[src/hw/rtl/assert_macros.svh]
// ---------------------------------------------------------------------------
// Assertion macros
// Shared concurrent assertion helpers for the RTL files.
// ---------------------------------------------------------------------------
`ifndef ASSERT_MACROS_SVH
`define ASSERT_MACROS_SVH

`ifndef NO_ASSERTIONS

`define ASSERT_SAME_CYCLE(label, clk, rst_n, ante, cons) \
  label: assert property (@(posedge clk) disable iff (!rst_n) (ante) |-> (cons)) \
    else $error("same-cycle assertion failed");

`define ASSERT_NEXT_CYCLE(label, clk, rst_n, ante, cons) \
  label: assert property (@(posedge clk) disable iff (!rst_n) (ante) |=> (cons)) \
    else $error("next-cycle assertion failed");

`else

`define ASSERT_SAME_CYCLE(label, clk, rst_n, ante, cons)

`define ASSERT_NEXT_CYCLE(label, clk, rst_n, ante, cons)

`endif

`endif

[src/hw/rtl/kwsd_pkg.sv]
// ---------------------------------------------------------------------------
// Keyword substitution decoder package
// Widths, character codes and controller/datapath interface types.
// ---------------------------------------------------------------------------
package kwsd_pkg;

  localparam int ALPHABET_LETTERS = 26;
  localparam int CODE_W           = 5;
  localparam int CHAR_W           = 8;
  localparam int KEY_WORD_W       = 60;
  localparam int KEY_HIGH_W       = 10;
  localparam int KEY_LEN_W        = 5;
  localparam int CFG_INDEX_W      = 2;
  localparam int LETTERS_PER_WORD = 12;

  localparam logic [CHAR_W-1:0] CODE_A       = 8'd65;
  localparam logic [CHAR_W-1:0] CODE_Z       = 8'd90;
  localparam logic [CHAR_W-1:0] CODE_SPACE   = 8'd32;
  localparam logic [CHAR_W-1:0] CODE_UNKNOWN = 8'd64;

  localparam logic [CODE_W-1:0] LAST_LETTER = 5'(ALPHABET_LETTERS - 1);
  localparam logic [CODE_W-1:0] NUM_LETTERS = 5'(ALPHABET_LETTERS);

  localparam logic [CFG_INDEX_W-1:0] REG_KEY_LOW  = 2'd0;
  localparam logic [CFG_INDEX_W-1:0] REG_KEY_MID  = 2'd1;
  localparam logic [CFG_INDEX_W-1:0] REG_KEY_HIGH = 2'd2;
  localparam logic [CFG_INDEX_W-1:0] REG_KEY_LEN  = 2'd3;

  typedef struct packed {
    logic clear;
    logic key_step;
    logic fill_step;
    logic load_out;
  } ctrl_cmd_t;

  typedef struct packed {
    logic key_empty;
    logic key_last;
    logic fill_last;
  } dp_status_t;

endpackage

[src/hw/rtl/keyword_substitution_decoder.sv]
// ---------------------------------------------------------------------------
// Keyword substitution decoder
// Decodes keyword substitution ciphertext one byte per request.
//
//   Channel  Ports                                     Direction
//   input    in_valid, in_ready, in_cipher_char        in
//   result   out_valid, out_ready, out_plain_char      out
//   config   cfg_we, cfg_index, cfg_data               in
//
// After reset and after every register write the position table is rebuilt:
// one key step per keyword letter in use (none when the keyword is empty),
// then one fill step per letter of the alphabet.
// No request is taken during that build.
// Once built, one request is taken per cycle while no result waits or out_ready
// is high; the result is registered and holds back the next request until taken.
// ---------------------------------------------------------------------------
`include "assert_macros.svh"

module keyword_substitution_decoder (
  input  logic                                clk,
  input  logic                                rst_n,
  input  logic                                cfg_we,
  input  logic [kwsd_pkg::CFG_INDEX_W-1:0]    cfg_index,
  input  logic [kwsd_pkg::KEY_WORD_W-1:0]     cfg_data,
  input  logic                                in_valid,
  output logic                                in_ready,
  input  logic [kwsd_pkg::CHAR_W-1:0]         in_cipher_char,
  output logic                                out_valid,
  input  logic                                out_ready,
  output logic [kwsd_pkg::CHAR_W-1:0]         out_plain_char
);

  kwsd_pkg::ctrl_cmd_t  cmd;
  kwsd_pkg::dp_status_t status;

  kwsd_ctrl u_ctrl (
    .clk       (clk),
    .rst_n     (rst_n),
    .cfg_we    (cfg_we),
    .status    (status),
    .cmd       (cmd),
    .in_valid  (in_valid),
    .in_ready  (in_ready),
    .out_valid (out_valid),
    .out_ready (out_ready)
  );

  kwsd_dp u_dp (
    .clk            (clk),
    .rst_n          (rst_n),
    .cfg_we         (cfg_we),
    .cfg_index      (cfg_index),
    .cfg_data       (cfg_data),
    .cmd            (cmd),
    .status         (status),
    .in_cipher_char (in_cipher_char),
    .out_plain_char (out_plain_char)
  );

  `ASSERT_NEXT_CYCLE(a_cfg_rebuild, clk, rst_n, cfg_we, !in_ready)
  `ASSERT_NEXT_CYCLE(a_accept_result, clk, rst_n, in_valid && in_ready, out_valid)
  `ASSERT_NEXT_CYCLE(a_space_kept, clk, rst_n, in_valid && in_ready && in_cipher_char == kwsd_pkg::CODE_SPACE, out_plain_char == kwsd_pkg::CODE_SPACE)
  `ASSERT_NEXT_CYCLE(a_high_unknown, clk, rst_n, in_valid && in_ready && in_cipher_char > kwsd_pkg::CODE_Z, out_plain_char == kwsd_pkg::CODE_UNKNOWN)

endmodule

[src/hw/rtl/kwsd_dp.sv]
// ---------------------------------------------------------------------------
// Keyword substitution decoder datapath
// Key registers, position table build steps and the per-character lookup.
// ---------------------------------------------------------------------------
module kwsd_dp (
  input  logic                                   clk,
  input  logic                                   rst_n,
  input  logic                                   cfg_we,
  input  logic [kwsd_pkg::CFG_INDEX_W-1:0]       cfg_index,
  input  logic [kwsd_pkg::KEY_WORD_W-1:0]        cfg_data,
  input  kwsd_pkg::ctrl_cmd_t                    cmd,
  output kwsd_pkg::dp_status_t                   status,
  input  logic [kwsd_pkg::CHAR_W-1:0]            in_cipher_char,
  output logic [kwsd_pkg::CHAR_W-1:0]            out_plain_char
);

  logic [kwsd_pkg::KEY_WORD_W-1:0] key_low_r;
  logic [kwsd_pkg::KEY_WORD_W-1:0] key_mid_r;
  logic [kwsd_pkg::KEY_HIGH_W-1:0] key_high_r;
  logic [kwsd_pkg::KEY_LEN_W-1:0]  key_len_r;

  logic [kwsd_pkg::CODE_W-1:0] table_r [kwsd_pkg::ALPHABET_LETTERS];
  logic [kwsd_pkg::ALPHABET_LETTERS-1:0] seen_r;
  logic [kwsd_pkg::CODE_W-1:0] step_r;
  logic [kwsd_pkg::CODE_W-1:0] pos_r;
  logic [kwsd_pkg::CHAR_W-1:0] out_char_r;
  logic [kwsd_pkg::CHAR_W-1:0] out_char_nxt;

  logic [kwsd_pkg::CODE_W-1:0] key_codes [kwsd_pkg::ALPHABET_LETTERS];
  logic [kwsd_pkg::CODE_W-1:0] key_len_c;
  logic [kwsd_pkg::CODE_W-1:0] cur_code;
  logic                        key_hit;
  logic                        fill_hit;
  logic [kwsd_pkg::CHAR_W-1:0] char_off;

  always_comb begin
    for (int i = 0; i < kwsd_pkg::LETTERS_PER_WORD; i++) begin
      key_codes[i] = key_low_r[i*kwsd_pkg::CODE_W +: kwsd_pkg::CODE_W];
      key_codes[i+kwsd_pkg::LETTERS_PER_WORD] =
        key_mid_r[i*kwsd_pkg::CODE_W +: kwsd_pkg::CODE_W];
    end
    for (int i = 0; i < 2; i++) begin
      key_codes[i+2*kwsd_pkg::LETTERS_PER_WORD] =
        key_high_r[i*kwsd_pkg::CODE_W +: kwsd_pkg::CODE_W];
    end
  end

  assign key_len_c = (key_len_r > kwsd_pkg::NUM_LETTERS) ? kwsd_pkg::NUM_LETTERS : key_len_r;
  assign cur_code  = (step_r <= kwsd_pkg::LAST_LETTER) ? key_codes[step_r] : '0;
  assign key_hit   = (cur_code <= kwsd_pkg::LAST_LETTER) && !seen_r[cur_code];
  assign fill_hit  = (step_r <= kwsd_pkg::LAST_LETTER) && !seen_r[step_r];

  assign status.key_empty = (key_len_c == '0);
  assign status.key_last  = (step_r == key_len_c - 5'd1);
  assign status.fill_last = (step_r == kwsd_pkg::LAST_LETTER);

  always_ff @(posedge clk) begin
    if (!rst_n) begin
      key_low_r  <= '0;
      key_mid_r  <= '0;
      key_high_r <= '0;
      key_len_r  <= '0;
    end else if (cfg_we) begin
      case (cfg_index)
        kwsd_pkg::REG_KEY_LOW:  key_low_r  <= cfg_data;
        kwsd_pkg::REG_KEY_MID:  key_mid_r  <= cfg_data;
        kwsd_pkg::REG_KEY_HIGH: key_high_r <= cfg_data[kwsd_pkg::KEY_HIGH_W-1:0];
        kwsd_pkg::REG_KEY_LEN:  key_len_r  <= cfg_data[kwsd_pkg::KEY_LEN_W-1:0];
        default: ;
      endcase
    end
  end

  always_ff @(posedge clk) begin
    if (!rst_n) begin
      seen_r <= '0;
      step_r <= '0;
      pos_r  <= '0;
    end else if (cmd.clear) begin
      seen_r <= '0;
      step_r <= '0;
      pos_r  <= '0;
    end else if (cmd.key_step) begin
      if (key_hit) begin
        seen_r[cur_code] <= 1'b1;
        pos_r            <= pos_r + 5'd1;
      end
      step_r <= status.key_last ? '0 : step_r + 5'd1;
    end else if (cmd.fill_step) begin
      if (fill_hit) begin
        pos_r <= pos_r + 5'd1;
      end
      step_r <= step_r + 5'd1;
    end
  end

  always_ff @(posedge clk) begin
    if (cmd.key_step && key_hit) begin
      table_r[cur_code] <= pos_r;
    end else if (cmd.fill_step && fill_hit) begin
      table_r[step_r] <= pos_r;
    end
  end

  assign char_off = in_cipher_char - kwsd_pkg::CODE_A;

  always_comb begin
    if (in_cipher_char == kwsd_pkg::CODE_SPACE) begin
      out_char_nxt = kwsd_pkg::CODE_SPACE;
    end else if (in_cipher_char >= kwsd_pkg::CODE_A && in_cipher_char <= kwsd_pkg::CODE_Z) begin
      out_char_nxt = kwsd_pkg::CODE_A + {3'b000, table_r[char_off[kwsd_pkg::CODE_W-1:0]]};
    end else begin
      out_char_nxt = kwsd_pkg::CODE_UNKNOWN;
    end
  end

  always_ff @(posedge clk) begin
    if (cmd.load_out) begin
      out_char_r <= out_char_nxt;
    end
  end

  assign out_plain_char = out_char_r;

endmodule

[src/hw/rtl/kwsd_ctrl.sv]
// ---------------------------------------------------------------------------
// Keyword substitution decoder controller
// Sequences the table build and runs the request handshakes.
// ---------------------------------------------------------------------------
module kwsd_ctrl (
  input  logic                  clk,
  input  logic                  rst_n,
  input  logic                  cfg_we,
  input  kwsd_pkg::dp_status_t  status,
  output kwsd_pkg::ctrl_cmd_t   cmd,
  input  logic                  in_valid,
  output logic                  in_ready,
  output logic                  out_valid,
  input  logic                  out_ready
);

  typedef enum logic [1:0] {
    ST_KEY,
    ST_FILL,
    ST_RUN
  } state_t;

  state_t state_r;
  state_t state_nxt;
  logic   out_valid_r;
  logic   out_valid_nxt;
  logic   accept;

  assign in_ready = (state_r == ST_RUN) && (!out_valid_r || out_ready);
  assign accept   = in_valid && in_ready;
  assign out_valid = out_valid_r;

  always_comb begin
    cmd           = '0;
    state_nxt     = state_r;
    out_valid_nxt = out_valid_r;
    if (accept) begin
      out_valid_nxt = 1'b1;
    end else if (out_ready) begin
      out_valid_nxt = 1'b0;
    end
    cmd.load_out = accept;
    if (cfg_we) begin
      cmd.clear = 1'b1;
      state_nxt = ST_KEY;
    end else begin
      case (state_r)
        ST_KEY: begin
          if (status.key_empty) begin
            state_nxt = ST_FILL;
          end else begin
            cmd.key_step = 1'b1;
            if (status.key_last) begin
              state_nxt = ST_FILL;
            end
          end
        end
        ST_FILL: begin
          cmd.fill_step = 1'b1;
          if (status.fill_last) begin
            state_nxt = ST_RUN;
          end
        end
        ST_RUN: begin
          state_nxt = ST_RUN;
        end
        default: begin
          state_nxt = ST_KEY;
        end
      endcase
    end
  end

  always_ff @(posedge clk) begin
    if (!rst_n) begin
      state_r     <= ST_KEY;
      out_valid_r <= 1'b0;
    end else begin
      state_r     <= state_nxt;
      out_valid_r <= out_valid_nxt;
    end
  end

endmodule

[config.mk]
export PLATFORM = sky130hd
export DESIGN_NAME = keyword_substitution_decoder
export DESIGN_NICKNAME = d
export VERILOG_FILES = /design/src/hw/rtl/kwsd_pkg.sv /design/src/hw/rtl/keyword_substitution_decoder.sv /design/src/hw/rtl/kwsd_dp.sv /design/src/hw/rtl/kwsd_ctrl.sv
export VERILOG_INCLUDE_DIRS = /design/src /design/src/hw/rtl
export SDC_FILE = /design/constraint.sdc
export NUM_CORES = 1
export LEC_CHECK = 0
export CORE_MARGIN = 3
export CORE_UTILIZATION = 60
export CTS_CLUSTER_DIAMETER = 40
export DETAILED_ROUTE_END_ITERATION = 12
export DONT_BUFFER_PORTS = 1
export HOLD_SLACK_MARGIN = 0.06
export PLACE_DENSITY = 0.76
export SYNTH_ARGS = -nofsm -noshare
export SYNTH_HDL_FRONTEND = slang
export SYNTH_SLANG_ARGS = --single-unit
export TNS_END_PERCENT = 100
[constraint.sdc]
create_clock -name clk -period 7.9 [get_ports clk]
set_clock_uncertainty 0.05 [all_clocks]
set_input_delay 0.79 -clock clk [delete_from_list [all_inputs] [get_ports clk]]
set_output_delay 0.79 -clock clk [all_outputs]
set_load 0.1 [all_outputs]
==> results.sh <==
export IMPL_status="completed"
export IMPL_slew_headroom_pct=27.4
export IMPL_swShare_pct=24.0
export IMPL_drv_slew=0
export IMPL_finalHoldViolations=0
export IMPL_dp_hpwl_um=25200
export IMPL_die_h_um=162
export IMPL_syn_nets=1385
export IMPL_r2r_end="u_dp.table_r[4][2]$_DFFE_PP_"
export IMPL_rows=56
export IMPL_cpPeakStageDelay_ns=0.85
export IMPL_cp_num_buf_inv=0
export IMPL_cp_max_fo=28
export IMPL_crit_family="compound AO/OA/AOI/OAI gates"
export IMPL_root_buffer="clkbuf_16"
export IMPL_seqPwrFrac_pct=45.7
export IMPL_pwr_share_comb_pct=5.5
export IMPL_grt_max_degree=139
export IMPL_drc=0
export IMPL_postCtsHoldBufs=0
export IMPL_hold_path_class="in -> reg"
export IMPL_cellLeakagePower_nw=5.18
export IMPL_fmax_mhz=188
export IMPL_endpoint_kind="flop"
export IMPL_reg2reg_slack_ns=2.59
export IMPL_antenna_found_initial=0
export IMPL_portBuffers=0
export IMPL_viasPerCell=6.32
export IMPL_min_from="cfg_data[1]"
export IMPL_area_delta_synth_final_pct=10.4
export IMPL_synthArstFlopShare_pct=0
export IMPL_setup_violations=0
export IMPL_die_w_um=162
export IMPL_layout_min_cycle_time_ns=5.31
export IMPL_syn_instance_count=1297
export IMPL_yosysMostFrequentCell="nand2_1"
export IMPL_cp_cell_sequence="ha_1, o21ba_2, o211ai_1, a2111oi_0, o21bai_2, nor3_1, a22oi_1, o2111ai_4, o211ai_1, a22oi_1"
export IMPL_track_usage_pct=29.0
export IMPL_drt_iter0_markers=830
export IMPL_cts_setup_buffers=0
export IMPL_wl_per_cell_um=23.2
export IMPL_min_path_cells=2
export IMPL_synth_area_top_cells="edfxtp_1, dfxtp_1, mux4_2"
export IMPL_vias=10300
export IMPL_htree_levels=2
export IMPL_cap_viol_max_count=0
export IMPL_clk_pin_slew_ns=0.06
export IMPL_final_antenna_net_count=0
export IMPL_synth_distinct_cells=81
export IMPL_final_period_utilization_pct=67.2
export IMPL_ys_seq_elements=311
export IMPL_clkPwrFrac_pct=48.8
export IMPL_nets=1357
export IMPL_reg2reg_depth=10
export IMPL_drt_total_wl_um=37600
export IMPL_overflow=0
export IMPL_synth_area_um2=14600
export IMPL_synth_top_area_share_pct=28.3
export IMPL_clk_latency_ns=0.53
export IMPL_tightest_slew_ns=1.09
export IMPL_yosysSeqAreaShare_pct=52.2
export IMPL_avgSynthCellArea_um2=11.2
export IMPL_io_pins=85
export IMPL_initial_utilization_pct=61.4
export IMPL_ctsResizeCount=0
export IMPL_nFillCells=1767
export IMPL_irDropWorstVdd_v=0.000177
export IMPL_yosys_area_top_type="edfxtp_1"
export IMPL_drive_above_1_share_pct=15.6
export IMPL_synth_top_cells_by_count="nand2_1, dfxtp_1, edfxtp_1"
export IMPL_stdcell_count=1622
export IMPL_firstDrtPassIters=5
export IMPL_worst_path_max_delay_cell="dfxtp_2"
export IMPL_crit_arrival_ns=5.41
export IMPL_synthFlopType="dfxtp_1"
export IMPL_core_um2=23700
export IMPL_rr_startpoint="u_dp.step_r[0]$_SDFFE_PP0P_"
export IMPL_critPathLaunchType="flop"
export IMPL_synth_edff_count=137
export IMPL_grt_first_pass_wirelength_um=58900
export IMPL_crit_type="reg -> reg"
export IMPL_gp_congestion=1.04
export IMPL_p_sw_w=0.000906
export IMPL_setup_tns_ns=0
export IMPL_clockBufferDepth=3
export IMPL_min_to="u_dp.key_mid_r[1]$_SDFFE_PN0P_"
export IMPL_dieArea_um2=26200
export IMPL_power_density_nw_per_um2=235
export IMPL_dp_cells=1544
export IMPL_crit_required_ns=8.00
export IMPL_grt_pass1_vias=10100
export IMPL_p_int_w=0.00287
export IMPL_synth_warnings=0
export IMPL_rsz0062_at_grt="no"
export IMPL_cts_tree="done"
export IMPL_cts_buffers=42
export IMPL_cts_sinks=311
[cell families (layout without fill, tap and decap cells)]
logic type                 after synthesis  after routing  synth area share, %
AOI/OAI and AO/OA                      296            296                 15.6
xor gates and xnor gates                15             15                0.903
adders and majority gates               13             13                 1.12
buffers and inverters                  104            109                 3.29
DFF                                    311            311                 52.2
muxes                                  117            117                 13.7
other                                    1              2               0.0258
and+or+nand+nor                        440            440                 13.2
[per-layer routing]
metal / vias to the layer above / global-route usage, % / share of wire, %
met5: - / 0 / 0
met4: 0 / 11.3 / 4.1
met3: 96 / 6.53 / 7.8
met2: 457 / 48.2 / 49
met1: 5002 / 37.4 / 39
li1: 4701 / - / -
[power by group through the flow]
stage | combinational, W | sequential [W] | clock (W)
after global placement | 0.000198 | 0.00176 | 0
after global routing | 0.000223 | 0.00173 | 0.00193
after CTS | 0.000205 | 0.00172 | 0.00186
after floorplan | 0.000178 | 0.00175 | 0
final | 0.000206 | 0.00172 | 0.00184
after detailed placement | 0.000203 | 0.00176 | 0
[state kept, by name (all words and copies together) (netlist names)]
signal               flops
u_ctrl.state_r           2
u_dp.out_plain_char      7
u_dp.key_mid_r          60
u_dp.key_len_r           5
u_dp.seen_r             26
u_ctrl.out_valid         1
u_dp.pos_r               5
u_dp.key_high_r         10
u_dp.key_low_r          60
u_dp.table_r           130
u_dp.step_r              5
[cells in the final DEF, fill, tap and decap left out, drive strengths merged, types with 4 or more instances in the layout]
master	Yosys	layout
nand2	305	305
dfxtp	174	174
edfxtp	137	137
a21boi	135	135
mux4	65	65
clkbuf	61	45
mux2i	44	44
nor2	38	38
o21ai	31	31
a22oi	28	28
inv	16	28
nor3	21	21
nand3	17	17
buf	27	16
clkinv	0	16
ha	13	13
xnor2	12	12
o21a	12	12
nor2b	12	12
a21oi	11	11
nand2b	10	10
a31oi	9	9
mux2	8	8
o211ai	8	8
a211oi	8	8
o2bb2ai	7	7
o31ai	7	7
or3	6	6
or2	6	6
and2	5	5
or3b	5	5
nand4	4	4
a21o	4	4
o2111ai	4	4
[stage by stage]
| stage | hold slack, ns | worst slack [ns] | power (W) | instance area [um2] | util (%) |
|---|---|---|---|---|---|
| floorplan | 0.385 | 3.48 | 0.00192 | 14600 | - |
| global placement | 0.397 | 3.01 | 0.00195 | 14700 | 61.9 |
| detailed placement | 0.405 | 2.79 | 0.00196 | 14700 | 61.9 |
| CTS | 0.336 | 2.68 | 0.00379 | 16100 | 67.8 |
| global route | 0.341 | 2.24 | 0.00388 | 16100 | 67.8 |
| finish | 0.347 | 2.59 | 0.00377 | 16100 | 67.8 |
[how the worst max path moves through the flow]
stage | from | end | slack (ns) | cells after the start
floorplan | in_cipher_char[0] | u_dp.out_plain_char[5]$_SDFFCE_PP1P_ | 3.48 | 13
global placement | u_dp.step_r[0]$_SDFFE_PP0P_ | u_dp.table_r[4][0]$_DFFE_PP_ | 3.01 | 10
detailed placement | u_dp.step_r[2]$_SDFFE_PP0P_ | u_dp.table_r[4][2]$_DFFE_PP_ | 2.79 | 10
CTS | u_dp.step_r[2]$_SDFFE_PP0P_ | u_dp.table_r[4][2]$_DFFE_PP_ | 2.68 | 10
global route | u_dp.step_r[0]$_SDFFE_PP0P_ | u_dp.table_r[4][2]$_DFFE_PP_ | 2.24 | 10
finish | u_dp.step_r[0]$_SDFFE_PP0P_ | u_dp.table_r[4][2]$_DFFE_PP_ | 2.59 | 10
[area by class of cell]
class                      instances  area [um2]  share of cell area [%]
clock inverter                    32         320                    1.99
timing repair buffer              16         120                   0.748
sequential                       311        7600                    47.3
multi-input combinational        882        6490                    40.4
tap                              319         399                    2.48
inverter                          16        60.1                   0.374
clock buffer                      45        1070                    6.67
antenna                            1        2.50                  0.0156
Power figures use the tool's default switching activity.
